<file path="src/hw/rtl/kbc_pkg.sv">
// kbc_pkg: shared types, constants and the round/saturate function of the
// kernel bank convolver. No dependencies.
`timescale 1ns / 1ps

package kbc_pkg;

   localparam int MAX_TAPS       = 15;
   localparam int MAX_KERNELS    = 4;
   localparam int MAX_ROW_LENGTH = 65536;
   localparam int OUT_KERNELS    = 4;

   localparam logic MODE_LOAD   = 1'b0;
   localparam logic MODE_SAMPLE = 1'b1;

   localparam logic [1:0] REG_TAP_COUNT    = 2'd0;
   localparam logic [1:0] REG_KERNEL_COUNT = 2'd1;
   localparam logic [1:0] REG_OUTPUT_SHIFT = 2'd2;

   typedef struct packed {
      logic              mode;
      logic [1:0]        kernel_select;
      logic [3:0]        tap_select;
      logic signed [15:0] coefficient;
      logic signed [15:0] sample;
      logic              last_in_row;
   } req_payload_type;

   typedef struct packed {
      logic [15:0]        position;
      logic signed [23:0] kernel_0_value;
      logic signed [23:0] kernel_1_value;
      logic signed [23:0] kernel_2_value;
      logic signed [23:0] kernel_3_value;
      logic               last_of_row;
      logic               row_overflow;
   } rsp_payload_type;

   // data handed from cell to cell
   typedef struct packed {
      logic               valid;
      logic               first_tap;
      logic               last_tap;
      logic [3:0]         tap;
      logic signed [15:0] sample;
   } link_type;

   // round half up, shift right by sh, saturate to 24 bits
   function automatic logic signed [23:0] round_sat(input logic signed [63:0] acc,
                                                    input logic [4:0] sh);
      logic signed [63:0] x;
      logic signed [63:0] r;
      x = acc;
      if (sh != 5'd0) begin
         x = acc + (64'sd1 <<< (sh - 5'd1));
      end
      r = x >>> sh;
      if (r > 64'sd8388607) begin
         return 24'sd8388607;
      end else if (r < -64'sd8388608) begin
         return -24'sd8388608;
      end
      return r[23:0];
   endfunction

endpackage

</file>
<file path="src/hw/rtl/kbc_cell.sv">
// kbc_cell: one kernel lane of the convolver chain: coefficient bank,
// multiplier and accumulator; forwards the sample link to the next lane.
// Depends on kbc_pkg.
`timescale 1ns / 1ps

module kbc_cell #(
   parameter int DEPTH = 15,
   parameter int TW    = 4,
   parameter int ACC_W = 36
) (
   input  logic                    clock,
   input  logic                    reset,
   input  logic                    wr_en,
   input  logic [TW-1:0]           wr_tap,
   input  logic signed [15:0]      wr_data,
   input  kbc_pkg::link_type       link_in,
   output kbc_pkg::link_type       link_out,
   output logic                    done,
   output logic signed [ACC_W-1:0] acc
);

   logic signed [15:0]      coef_ff [DEPTH];
   kbc_pkg::link_type       link_ff;
   logic signed [31:0]      prod_ff;
   logic                    pvalid_ff;
   logic                    pfirst_ff;
   logic                    pfinal_ff;
   logic signed [ACC_W-1:0] acc_ff;
   logic signed [ACC_W-1:0] acc_in;
   logic                    done_ff;

   always_comb begin
      acc_in = pfirst_ff ? ACC_W'(prod_ff) : acc_ff + ACC_W'(prod_ff);
   end

   always_ff @(posedge clock) begin
      if (reset) begin
         link_ff.valid <= 1'b0;
         pvalid_ff     <= 1'b0;
         done_ff       <= 1'b0;
      end else begin
         link_ff.valid <= link_in.valid;
         pvalid_ff     <= link_in.valid;
         done_ff       <= pvalid_ff & pfinal_ff;
      end
   end

   always_ff @(posedge clock) begin
      if (wr_en) begin
         coef_ff[wr_tap] <= wr_data;
      end
      link_ff.first_tap <= link_in.first_tap;
      link_ff.last_tap  <= link_in.last_tap;
      link_ff.tap       <= link_in.tap;
      link_ff.sample    <= link_in.sample;
      prod_ff   <= coef_ff[link_in.tap[TW-1:0]] * link_in.sample;
      pfirst_ff <= link_in.first_tap;
      pfinal_ff <= link_in.last_tap;
      if (pvalid_ff) begin
         acc_ff <= acc_in;
      end
   end

   assign link_out = link_ff;
   assign done     = done_ff;
   assign acc      = acc_ff;

endmodule

</file>
<file path="config.mk">
export PLATFORM = sky130hd
export DESIGN_NAME = kbc_cell
export DESIGN_NICKNAME = d
export VERILOG_FILES = /design/src/hw/rtl/kbc_pkg.sv /design/src/hw/rtl/kbc_cell.sv
export SDC_FILE = /design/constraint.sdc
export NUM_CORES = 1
export LEC_CHECK = 0
export ABC_AREA = 1
export BUFFER_PORTS_ARGS = -buffer_cell sky130_fd_sc_hd__clkbuf_2
export CAP_MARGIN = 20
export CORE_MARGIN = 3
export CORE_UTILIZATION = 61
export DETAILED_ROUTE_END_ITERATION = 7
export PLACE_DENSITY = 0.79
export RECOVER_POWER = 50
export SLEW_MARGIN = 20
export SYNTH_ARGS = -nofsm -noshare
export SYNTH_HDL_FRONTEND = slang
export SYNTH_SLANG_ARGS = --single-unit
</file>
<file path="constraint.sdc">
create_clock -name clock -period 8.57 [get_ports clock]
set_clock_uncertainty 0.15 [all_clocks]
set_input_delay 0.4285 -clock clock [delete_from_list [all_inputs] [get_ports clock]]
set_output_delay 0.4285 -clock clock [all_outputs]
set_load 0.05 [all_outputs]
</file>
# --- Yosys cells after proc, flatten, opt, wreduce, memory -nomap -nowiden ---
# Memories as Yosys holds them, arrays and structs flattened.
# Index checks and enable logic that the tools add are counted.
classes:
  add_sub_neg: 1
  mul: 1
  muxes: 3
  bitwise_logic: 1
ops:
  columns: ["cell", "count"]
  rows:
  - ["$add A36 B32 Y36", 1]
  - ["$mux W36", 1]
  - ["$mul A16 B16 Y32", 1]
  - ["$mux W1", 2]
  - ["$and A1 B1 Y1", 1]
word_totals:
  register_bits: 92
  ramBits: 240
  in_bits: 46
  output_inout_bits: 60
  elab_cells: 15
  mem_count: 1
memory_table:
  columns: ["memory", "words", "width", "rd", "rd_clocked_by_memory_dff", "write_ports", "line_no", "source"]
  rows:
  - ["coef_ff", 15, 16, 1, 0, 1, "kbc_cell.sv:22", "logic signed [15:0] coef_ff [DEPTH];"]

# --- Logic depth before layout (Yosys ltp) ---
# Gate-level depths: netlist of the first run.
depth:
  word_depth: 2
  ltp_mapped: 32
  ltp_nobuf: 31

# --- Least setup slack after synthesis of the first run ---
# OpenSTA, ideal clock, no wires.
synth_path:
  path_type: "input to register"
  start: "in link_in[16] (netlist name)"
  end: "reg prod_ff[31]"
  setup_time_ns: 0.113
  arrival_time_ns: 5.787
  t_required_ns: 8.307
  setup_slack_ns: 2.520
  cell_stages: 27
  n_path_buf: 3
  cell_sequence: "inv_2 buf_6 buf_6 nor2_1 o221ai_1 o211ai_2 nand2_2 buf_6 nand2_2 fa_1 inv_1 fa_1 inv_1 fa_1 fa_1 fa_1 fa_1 inv_1 ha_1 nand2_1 nand2_1 o21bai_1 a21oi_1 o21a_1 nand2_1 nand3_1 nand2_1"
synth_via:
  elab_chain_len: 2
synth_rtl:
  columns: ["item", "line_no", "source"]
  rows:
  - ["from (decl)", "kbc_cell.sv:16", "input kbc_pkg::link_type link_in,"]
  - ["$mem_v2 Z15 W16", null, null]
  - ["$mul A16 B16 Y32", "kbc_cell.sv:56", "prod_ff <= coef_ff[link_in.tap[TW-1:0]] * link_in.sample;"]
  - ["to (signal assigned)", "kbc_cell.sv:56", null]
  - ["to (decl)", "kbc_cell.sv:24", "logic signed [31:0] prod_ff;"]
# Every way passes these cells.
# A chain may end at the register's enable or synchronous reset.

# --- Final worst setup path of the first run ---
layout_path:
  start: "in link_in[18] (netlist name)"
  end: "reg prod_ff[22]"
# Same word-level chain as after synthesis.

==> results of run 1 <==
==> cell usage after synthesis, drive strengths merged <==
master	count
or2	8
nand3b	7
nand4	19
nor3	13
edfxtp	276
o21a	1
nand3	86
a31oi	4
o221ai	37
o21ai	135
a21boi	1
clkbuf	35
o211ai	18
nand2b	1
o21bai	12
nand2	542
nor2	356
buf	43
xor2	25
a21oi	99
inv	467
a21o	8
nor4	1
fa	263
o22ai	11
xnor2	15
clkinv	2
dfxtp	56
ha	117
==> stage by stage <==
| step | worst slack, ns | instance area [µm²] | std cells |
|---|---|---|---|
| global route | 0.775 | 27000 | 3311 |
| floorplan | 2.52 | 24800 | 2658 |
| CTS | 1.34 | 27000 | 3307 |
| detailed placement | 0.794 | 25800 | 3237 |
| finish | 1.18 | 27000 | 3311 |
| global placement | 0.935 | 25800 | 3237 |
==> layer usage <==
layer / vias to the layer above / share of wire
li1: 8678 / -
met5: - / 0
met2: 1070 / 0.46
met1: 9307 / 0.40
met3: 190 / 0.098
met4: 0 / 0.042
==> worst paths after layout <==
kind	startpoint	endpoint	slack, ns	cells past startpoint
max	link_in[18]	prod_ff[22]$_DFF_P_	1.18	23
min	link_in[15]	link_out[15]$_DFF_P_	0.14	1
max reg2reg	coef_ff[13][7]$_DFFE_PP_	prod_ff[31]$_DFF_P_	1.86	27
min reg2reg	pfinal_ff$_DFF_P_	done$_SDFF_PP0_	0.29	2
==> flip-flops by register name (all words and copies together), names as in the netlist <==
| signal | count |
|---|---|
| pvalid_ff | 1 |
| pfirst_ff | 1 |
| pfinal_ff | 1 |
| done | 1 |
| acc | 36 |
| prod_ff | 32 |
| link_out | 20 |
| coef_ff | 240 |
==> what timing repair did <==
action	CTS	global route
hold buffers	6	0
endpoints found under the hold margin	6	0
setup endpoints to repair	0	0
gates resized for setup	0	0
==> cells by family after synthesis <==
| logic type | count (synthesis) | share of synthesized area |
|---|---|---|
| AO/OA/AOI/OAI | 326 | 0.0777 |
| flip-flops | 332 | 0.379 |
| buffers and inverters | 547 | 0.0896 |
| AND/OR/NAND/NOR | 1033 | 0.169 |
| XOR/XNOR | 40 | 0.0141 |
| adder cells (fa/ha/maj) | 380 | 0.271 |
==> layout make-up <==
type	count	area share
multi-input cells	1779	0.491
flip-flops and latches	332	0.349
inverters	469	0.0653
clock buffers	50	0.0369
repair buffers	138	0.0267
well taps	525	0.0244
clock inverters	14	0.00594
diodes	4	0.000371
==> critical path, stage by stage <==
cell	delay (ns)
clkbuf_2	0.10
clkbuf_1	1.04
o221ai_1	0.37
nand3_1	0.18
nand2_2	0.28
inv_1	0.24
nor2_1	0.09
fa_1	0.72
inv_1	0.10
fa_1	0.58
fa_1	0.45
fa_1	0.57
fa_1	0.43
fa_1	0.49
inv_1	0.04
ha_1	0.37
nand2_1	0.14
nor2_1	0.14
inv_1	0.07
nor2_1	0.29
nand4_1	0.22
nand3_1	0.17
xor2_1	0.18
==> results by group, run 1 <==
Finish
  • Fill count: 3150
  • Final #Nets: 3183
  • Synth-to-layout area growth: 8.49%
  • Share of layout cells above drive strength 1: 0.0823
  • Sequential cell area: 9410 µm²
  • Multi-input logic area: 13200 µm²
  • Final Util: 0.674
  • Most frequent cells in the layout: 513 x nand2_1, 445 x inv_1, 337 x nor2_1, 276 x edfxtp_1, 263 x fa_1
  • Commonest non-fill, non-tap cell in the layout: nand2_1

Timing
  • Slew at the pin with the worst max-slew slack: 1.48 ns
  • Final Hold Viols: 0
  • RSZ-0062 raised after global routing: false
  • Fin Hold WS: 0.137 ns
  • Fin crit period: around 7.4 ns
  • Final Setup Violations: 0
  • Period utilisation layout: 0.862
  • Achievable frequency: 135 MHz
  • Setup TNS: 0 ns
  • Worst rel slew slack: 0.0138
  • Final Max Slew Viols: 0

Clock network
  • CTS max path bufs: 3
  • Total CTS buffers: 37
  • CTS clk-pin slew, worst paths: roughly 0.060 ns
  • Clock sink total: 332
  • Root Buffer: clkbuf_16
  • TritonCTS clock tree: yes
  • Post-CTS Setup Inserts: 0
  • Worst-Skew Late Latency: around 0.56 ns
  • H-tree depth: 2

Worst setup path
  • Largest fanout on the critical path: 23
  • Critical path type: input port to register
  • Critical Path RT: 8.89 ns
  • CP arrival: 7.71 ns
  • CP Capture Type: register
  • CP startpoint kind: input port

Floorplan
  • Core Region: 40000 µm²
  • DIE HEIGHT: 208 µm
  • # IOs: 106
  • Die width: between 200 and 250 µm
  • Site Rows: between 70 and 80
  • Starting Density: 0.621
  • Die area: 43200 µm²

Global route
  • Largest net degree at the start of global routing: 71
  • GRT overflow: 0
  • Met2 Use GR: 0.488
  • First-pass GRT wire length: 106000 µm
  • Vias in the first global route: slightly below 20000
  • Routing usage on met1: 0.426
  • Total track usage: 0.309
  • Initial antenna violation count: 4
  • M3 GR Usage: 0.0620
  • Most Crowded Layer GR: met2

Routing
  • DRT iter0 DRCs: 1938
  • Vias per Instance: ~5.8
  • DRC viols: 0
  • WL final: roughly 66000 µm
  • Average wire per standard cell: around 20 µm
  • Via Count: 19200
  • Post-route ant nets: 0
  • Router iterations before antenna repair: 6

Logic synthesis
  • Yosys reg bits: 332
  • Cells after synthesis: 2658
  • Synth Warn #: 0
  • Area share of the largest cell type after synthesis: 0.334
  • Post-synth cell types: 38
  • Synth area leader: edfxtp_1
  • Seq/Total Area, Yosys: 0.379
  • Avg Cell Area, Syn: 9.35 µm²
  • Mapped Nets: 3084
  • Post-synthesis cell area: around 25000 µm²
  • Area contributors post-synth: edfxtp_1 33%, fa_1 21%, nand2_1 7.7%

Flow run
  • Max-Cap Viols: 0

Worst hold path
  • Hold/Removal Path Class: input port to register

Place
  • Hpwl dp: roughly 50000 µm
  • Port-buffer cells: 105
  • GP Congestion: 1.01

Status
  • Status: complete, no violations
Power of run 1 is left out: the tool's default activity adds up to more than one toggle a clock period on the data nets, which glitch-free logic cannot reach.
==> run 2, diff against run 1 <==
--- a/config.mk
+++ b/config.mk
@@ -10,6 +10,7 @@
 export CAP_MARGIN = 20
 export CORE_MARGIN = 3
 export CORE_UTILIZATION = 61
+export CTS_BUF_LIST = sky130_fd_sc_hd__clkbuf_8
 export DETAILED_ROUTE_END_ITERATION = 7
 export PLACE_DENSITY = 0.79
 export RECOVER_POWER = 50
==> constraint.sdc (replaced) <==
create_clock -name clock -period 8.57 [get_ports clock]
set_clock_uncertainty 0.15 [all_clocks]
set_input_delay 0.857 -clock clock [delete_from_list [all_inputs] [get_ports clock]]
set_output_delay 0.857 -clock clock [all_outputs]
set_load 0.05 [all_outputs]
==> results by group, run 2 (synthesis results as in run 1) <==
Clock network
  • H-tree depth: 2 (unchanged)
  • Post-CTS Setup Inserts: 0 (unchanged)
  • # hold bufs at CTS: 0 (was 6)
  • Clock sink total: 332 (unchanged)
  • CTS max path bufs: 3 (unchanged)
  • TritonCTS clock tree: yes (unchanged)
  • CTS clk-pin slew, worst paths: 0.06 ns (about the same)
  • Root Buffer: clkbuf_8 (was clkbuf_16)
  • Total CTS buffers: 55 (was 37)
  • # resized after CTS: 0 (unchanged)
  • Worst-Skew Late Latency: 0.68 ns (was 0.56 ns)

Global route
  • Largest net degree at the start of global routing: 114 (was 71)
  • First-pass GRT wire length: 107000 µm (was 106000 µm)
  • Total track usage: 0.317 (was 0.309)
  • GRT overflow: 0 (unchanged)
  • Vias in the first global route: 19800 (about the same)
  • Initial antenna violation count: 1 (was 4)

Floorplan
  • # IOs: 106 (unchanged)
  • Starting Density: 0.621 (unchanged)
  • Die width: 208 µm (unchanged)
  • Site Rows: 73 (unchanged)
  • Core Region: 40000 µm² (unchanged)
  • DIE HEIGHT: 208 µm (unchanged)
  • Die area: 43200 µm² (unchanged)

Routing
  • DRT iter0 DRCs: 1844 (was 1938)
  • Average wire per standard cell: 20.1 µm (was 20.0 µm)
  • Via Count: 19200 (about the same)
  • Post-route ant nets: 0 (unchanged)
  • DRC viols: 0 (unchanged)
  • Router iterations before antenna repair: 5 (was 6)
  • Vias per Instance: 5.74 (was 5.81)
  • WL final: 67100 µm (was 66100 µm)

Timing
  • Final Max Slew Viols: 63 (was 0)
  • RSZ-0062 raised after global routing: false (unchanged)
  • Final Setup Violations: 0 (unchanged)
  • Fin crit period: 7.80 ns (was 7.39 ns)
  • Final Worst Setup Slack: 0.770 ns (was 1.18 ns)
  • Final Hold Viols: 0 (unchanged)
  • Worst rel slew slack: -0.508 (was 0.0138)
  • Period utilisation layout: 0.910 (was 0.862)
  • Slew at the pin with the worst max-slew slack: 2.26 ns (was 1.48 ns)
  • Setup TNS: 0 ns (unchanged)
  • Achievable frequency: 128 MHz (was 135 MHz)

Worst setup path
  • Largest fanout on the critical path: 23 (unchanged)
  • Critical Path RT: 9.00 ns (was 8.89 ns)
  • CP Capture Type: register (unchanged)
  • R2R setup slack: 1.79 ns (was 1.86 ns)
  • CP arrival: 8.23 ns (was 7.71 ns)
  • Critical path type: input port to register (unchanged)
  • Reg2Reg Depth: 24 (was 27)
  • CP startpoint kind: input port (unchanged)

Flow run
  • Max-Cap Viols: 3 (was 0)

Worst hold path
  • Hold/Removal Path Class: input port to register (unchanged)
  • Hold depth: 1 (unchanged)

Finish
  • Final #Nets: 3194 (was 3183)
  • Final Util: 0.672 (was 0.674)
  • Commonest non-fill, non-tap cell in the layout: nand2_1 (unchanged)
  • Number of flip-flops in the largest register: 240 (unchanged)
  • Multi-input logic area: 13200 µm² (about the same)
  • Share of layout cells above drive strength 1: 0.0888 (was 0.0823)
  • Sequential cell area: 9410 µm² (unchanged)
  • Most frequent cells in the layout: 513 x nand2_1, 464 x inv_1, 340 x nor2_1, 276 x edfxtp_1, 263 x fa_1 (was 513 x nand2_1, 445 x inv_1, 337 x nor2_1, 276 x edfxtp_1, 263 x fa_1)
  • Synth-to-layout area growth: 8.13% (was 8.49%)
  • Largest register by flop count: coef_ff (unchanged)
  • Fill count: 3184 (was 3150)

Place
  • Port-buffer cells: 105 (unchanged)
  • Hpwl dp: 49700 µm (was 49000 µm)
  • Post-place setup slack: 0.469 ns (was 0.794 ns)
  • GP Congestion: 0.992 (was 1.01)

Status
  • Failing checks: capacitance limit, slew limit
  • Status: finished, violations left (was complete, no violations)
-- run 2: final cells by class --
class	instances	area share
multi-input cells	1779	0.493
flip-flops and latches	332	0.350
inverters	469	0.0655
clock buffers	59	0.0302
repair buffers	131	0.0259
well taps	525	0.0244
clock inverters	45	0.0111
diodes	1	0.0000931
-- run 2: final timing paths --
path	to	start
setup / recovery	prod_ff[22]$_DFF_P_	link_in[18]
hold / removal	pfinal_ff$_DFF_P_	link_in[20]
setup reg to reg	prod_ff[22]$_DFF_P_	coef_ff[6][10]$_DFFE_PP_
hold reg to reg	done$_SDFF_PP0_	pfinal_ff$_DFF_P_
-- run 2: layer usage --
metal,part of all wire,track usage
met1,0.40,0.439
met5,0,0
met4,0.039,0.126
met3,0.099,0.0540
met2,0.46,0.506
-- run 2: critical path, stage by stage --
cell	delay, ns
clkbuf_2	0.09
clkbuf_1	1.11
o221ai_1	0.36
nand3_1	0.18
nand2_1	0.43
inv_2	0.26
nor2_1	0.08
fa_1	0.56
inv_1	0.05
fa_1	0.46
fa_1	0.51
inv_1	0.06
fa_1	0.49
fa_1	0.49
inv_1	0.05
fa_1	0.48
inv_1	0.05
ha_1	0.35
nand2_1	0.10
inv_1	0.11
nand3_1	0.16
nor2_1	0.33
nand4_1	0.21
nand3_1	0.16
xor2_1	0.21
-- run 2: per-stage QoR --
stage,cells,hold slack (ns),area [µm²]
floorplan,2658,0.260,24800
global placement,3236,0.269,25800
detailed placement,3236,0.288,25800
CTS,3340,0.125,26900
global route,3341,0.130,26900
finish,3341,0.160,26900
Power of run 2 is left out for the same reason.
==> run 3, diff against run 2 <==
--- a/config.mk
+++ b/config.mk
@@ -5,7 +5,6 @@
 export SDC_FILE = /design/constraint.sdc
 export NUM_CORES = 1
 export LEC_CHECK = 0
-export ABC_AREA = 1
 export BUFFER_PORTS_ARGS = -buffer_cell sky130_fd_sc_hd__clkbuf_2
 export CAP_MARGIN = 20
 export CORE_MARGIN = 3
==> results by group, run 3 <==
Timing
  • Final Max Slew Viols: 39 (was 63)
  • RSZ-0062 raised after global routing: false (unchanged)
  • Slew at the pin with the worst max-slew slack: 1.72 ns (was 2.26 ns)
  • Setup TNS: 0 ns (unchanged)
  • Achievable frequency: 128 MHz (about the same)
  • Worst rel slew slack: -0.145 (was -0.508)
  • Final Setup Violations: 0 (unchanged)
  • Final Hold Viols: 0 (unchanged)
  • Period utilisation layout: 0.915 (was 0.910)
  • Fin crit period: 7.84 ns (was 7.80 ns)

Floorplan
  • Die area: 41100 µm² (was 43200 µm²)
  • Die width: 203 µm (was 208 µm)
  • Site Rows: 71 (was 73)
  • Starting Density: 0.622 (was 0.621)
  • Core Region: 37900 µm² (was 40000 µm²)
  • DIE HEIGHT: 203 µm (was 208 µm)
  • # IOs: 106 (unchanged)

Clock network
  • Total CTS buffers: 52 (was 55)
  • Post-CTS Setup Inserts: 0 (unchanged)
  • # resized after CTS: 0 (unchanged)
  • Clock sink total: 332 (unchanged)
  • CTS clk-pin slew, worst paths: 0.06 ns (about the same)
  • Worst-Skew Late Latency: 0.64 ns (was 0.68 ns)
  • Root Buffer: clkbuf_8 (unchanged)
  • TritonCTS clock tree: yes (unchanged)
  • CTS max path bufs: 3 (unchanged)
  • # hold bufs at CTS: 0 (unchanged)
  • H-tree depth: 2 (unchanged)

Routing
  • Vias per Instance: 5.69 (was 5.74)
  • DRC viols: 0 (unchanged)
  • Average wire per standard cell: 19.8 µm (was 20.1 µm)
  • DRT iter0 DRCs: 948 (was 1844)
  • WL final: 52200 µm (was 67100 µm)
  • Via Count: 15000 (was 19200)
  • Router iterations before antenna repair: 5 (unchanged)
  • Post-route ant nets: 0 (unchanged)

Logic synthesis
  • Main flop type after synthesis: edfxtp_1 (unchanged)
  • Ys async rst share: 0 (unchanged)
  • Yosys reg bits: 332 (unchanged)
  • EDFF count, synth: 276 (unchanged)
  • Avg Cell Area, Syn: 12.1 µm² (was 9.35 µm²)
  • Post-synth top cells: 331 x inv_1, 276 x edfxtp_1, 263 x fa_1, 202 x nand2_1, 127 x and2_1 (was 513 x nand2_1, 445 x inv_1, 344 x nor2_1, 276 x edfxtp_1, 263 x fa_1)
  • Seq/Total Area, Yosys: 0.399 (was 0.379)
  • Post-synthesis cell area: 23600 µm² (was 24800 µm²)
  • Area contributors post-synth: edfxtp_1 35%, fa_1 22%, ha_1 6.2% (was edfxtp_1 33%, fa_1 21%, nand2_1 7.7%)
  • Synth area leader: edfxtp_1 (unchanged)
  • Top-count cell post-synth: inv_1 (was nand2_1)
  • Mapped Nets: 2382 (was 3084)
  • Cells after synthesis: 1956 (was 2658)
  • Post-synth cell types: 69 (was 38)
  • Area share of the largest cell type after synthesis: 0.351 (was 0.334)
  • Synth Warn #: 0 (unchanged)

Worst setup path
  • R2R setup slack: 1.08 ns (was 1.79 ns)
  • Largest fanout on the critical path: 17 (was 23)
  • CP startpoint kind: input port (unchanged)
  • Most frequent cell on the critical path: fa_1 (unchanged)
  • RR Endpoint: prod_ff[30]$_DFF_P_ (was prod_ff[22]$_DFF_P_)
  • Critical Path RT: 8.96 ns (was 9.00 ns)
  • WP buf/inv: 7 (was 8)
  • CP top delay family: adder cells (unchanged)
  • Reg2Reg Depth: 25 (was 24)
  • Critical path type: input port to register (unchanged)
  • CP max stage delay: 1.01 ns (was 1.11 ns)
  • CP arrival: 8.23 ns (about the same)
  • CP Capture Type: register (unchanged)
  • R2r startpoint: coef_ff[11][15]$_DFFE_PP_ (was coef_ff[6][10]$_DFFE_PP_)
  • Critical path's slowest cell: clkbuf_1 (unchanged)

Worst hold path
  • Hold path startpoint: link_in[20] (unchanged)
  • Hold depth: 1 (unchanged)
  • Hold Path End: pfinal_ff$_DFF_P_ (unchanged)
  • Hold/Removal Path Class: input port to register (unchanged)

Finish
  • Number of flip-flops in the largest register: 240 (unchanged)
  • Synth-to-layout area growth: 9.43% (was 8.13%)
  • Fill count: 2674 (was 3184)
  • Commonest non-fill, non-tap cell in the layout: inv_1 (was nand2_1)
  • Final #Nets: 2507 (was 3194)
  • Largest register by flop count: coef_ff (unchanged)
  • Most frequent cells in the layout: 346 x inv_1, 276 x edfxtp_1, 263 x fa_1, 202 x nand2_1, 127 x and2_1 (was 513 x nand2_1, 464 x inv_1, 340 x nor2_1, 276 x edfxtp_1, 263 x fa_1)
  • Share of layout cells above drive strength 1: 0.118 (was 0.0888)

Global route
  • Total track usage: 0.260 (was 0.317)
  • GRT overflow: 0 (unchanged)
  • Initial antenna violation count: 1 (unchanged)
  • Vias in the first global route: 16400 (was 19800)
  • Largest net degree at the start of global routing: 80 (was 114)
  • First-pass GRT wire length: 83600 µm (was 107000 µm)

Place
  • Port-buffer cells: 105 (unchanged)
  • GP Congestion: 0.946 (was 0.992)
  • Hpwl dp: 38200 µm (was 49700 µm)

Flow run
  • Max-Cap Viols: 1 (was 3)

Status
  • Status: finished, violations left (unchanged)
  • Failing checks: capacitance limit, slew limit (unchanged)
==> run 3: cell types whose count changed after synthesis, moves of 22 or more <==
cell / change
nand2_1: -311
nor2_1: -289
and2_1: +127
inv_1: -114
nand3_1: -66
mux4_2: +64
o21ai_0: -53
a21oi_1: -40
o221ai_1: -37
nand2_2: -29
inv_2: -22
xnor2_1: +22
==> run 3: stage by stage <==
step	setup WS [ns]	hold WS, ns	std cells	instance area [µm²]	utilization
after floorplan	0.333	0.260	1956	23600	-
after global placement	0.321	0.270	2538	24800	0.654
after detailed placement	0.194	0.281	2538	24800	0.654
after CTS	0.836	0.105	2636	25900	0.683
after global routing	0.357	0.126	2636	25800	0.681
final	0.729	0.169	2638	25800	0.681
==> run 3: cell families (layout without fill, tap and decap cells) <==
family / count (synthesis) / after routing / share of synthesized area
compound gates: 217 / 217 / 0.0587
buf+inv: 401 / 570 / 0.0649
xor+xnor: 58 / 58 / 0.0215
flops: 332 / 332 / 0.399
simple gates: 486 / 486 / 0.103
fa+ha+maj: 380 / 380 / 0.285
mux: 82 / 82 / 0.0687
other cells: 0 / 2 / 0
==> run 3: metal layers <==
layer	up-vias	GRT usage	routed length, µm
met5	-	0	0
met4	0	0.0977	1640
met3	126	0.0487	3650
met2	566	0.456	26500
met1	7540	0.325	20400
li1	6781	-	-
==> run 3: area by class of cell <==
cell class	count	area, µm²	share of cell area
Timing Repair Buffer	141	776	0.0300
Multi-Input combinational cell	1223	12700	0.491
Antenna cell	2	5.00	0.000194
Clock inverter	39	262	0.0101
Inverter	331	1240	0.0481
Clock buffer	59	812	0.0314
Tap cell	511	639	0.0247
Sequential cell	332	9410	0.364
==> run 3: how the worst max path moves through the flow <==
stage                 from                   to  slack, ns  cells after the start
2_1_floorplan  link_in[16]  prod_ff[30]$_DFF_P_       0.33                     27
3_3_place_gp   link_in[17]  prod_ff[30]$_DFF_P_       0.32                     26
3_5_place_dp   link_in[17]  prod_ff[30]$_DFF_P_       0.19                     26
4_1_cts        link_in[17]  prod_ff[30]$_DFF_P_       0.84                     26
5_1_grt        link_in[17]  prod_ff[30]$_DFF_P_       0.36                     24
6_report       link_in[19]  prod_ff[30]$_DFF_P_       0.73                     25
==> run 3: worst register-to-register path: stages (launching register included) <==
cell and delay, ns:
edfxtp_1 0.38, mux4_2 0.48, mux4_2 0.57, nand2_1 0.15, inv_1 0.11, fa_1 0.53, inv_1 0.05, fa_1 0.53
inv_1 0.05, fa_1 0.51, inv_1 0.06, fa_1 0.55, fa_1 0.43, fa_1 0.49, inv_1 0.04, ha_1 0.35
a21o_1 0.21, a21oi_1 0.13, o21ai_0 0.12, a2111o_1 0.43, o31ai_1 0.29, buf_4 0.18, o2111a_1 0.22, o31ai_1 0.09
a21oi_1 0.17, xnor2_1 0.13
Power of run 3 is left out for the same reason.
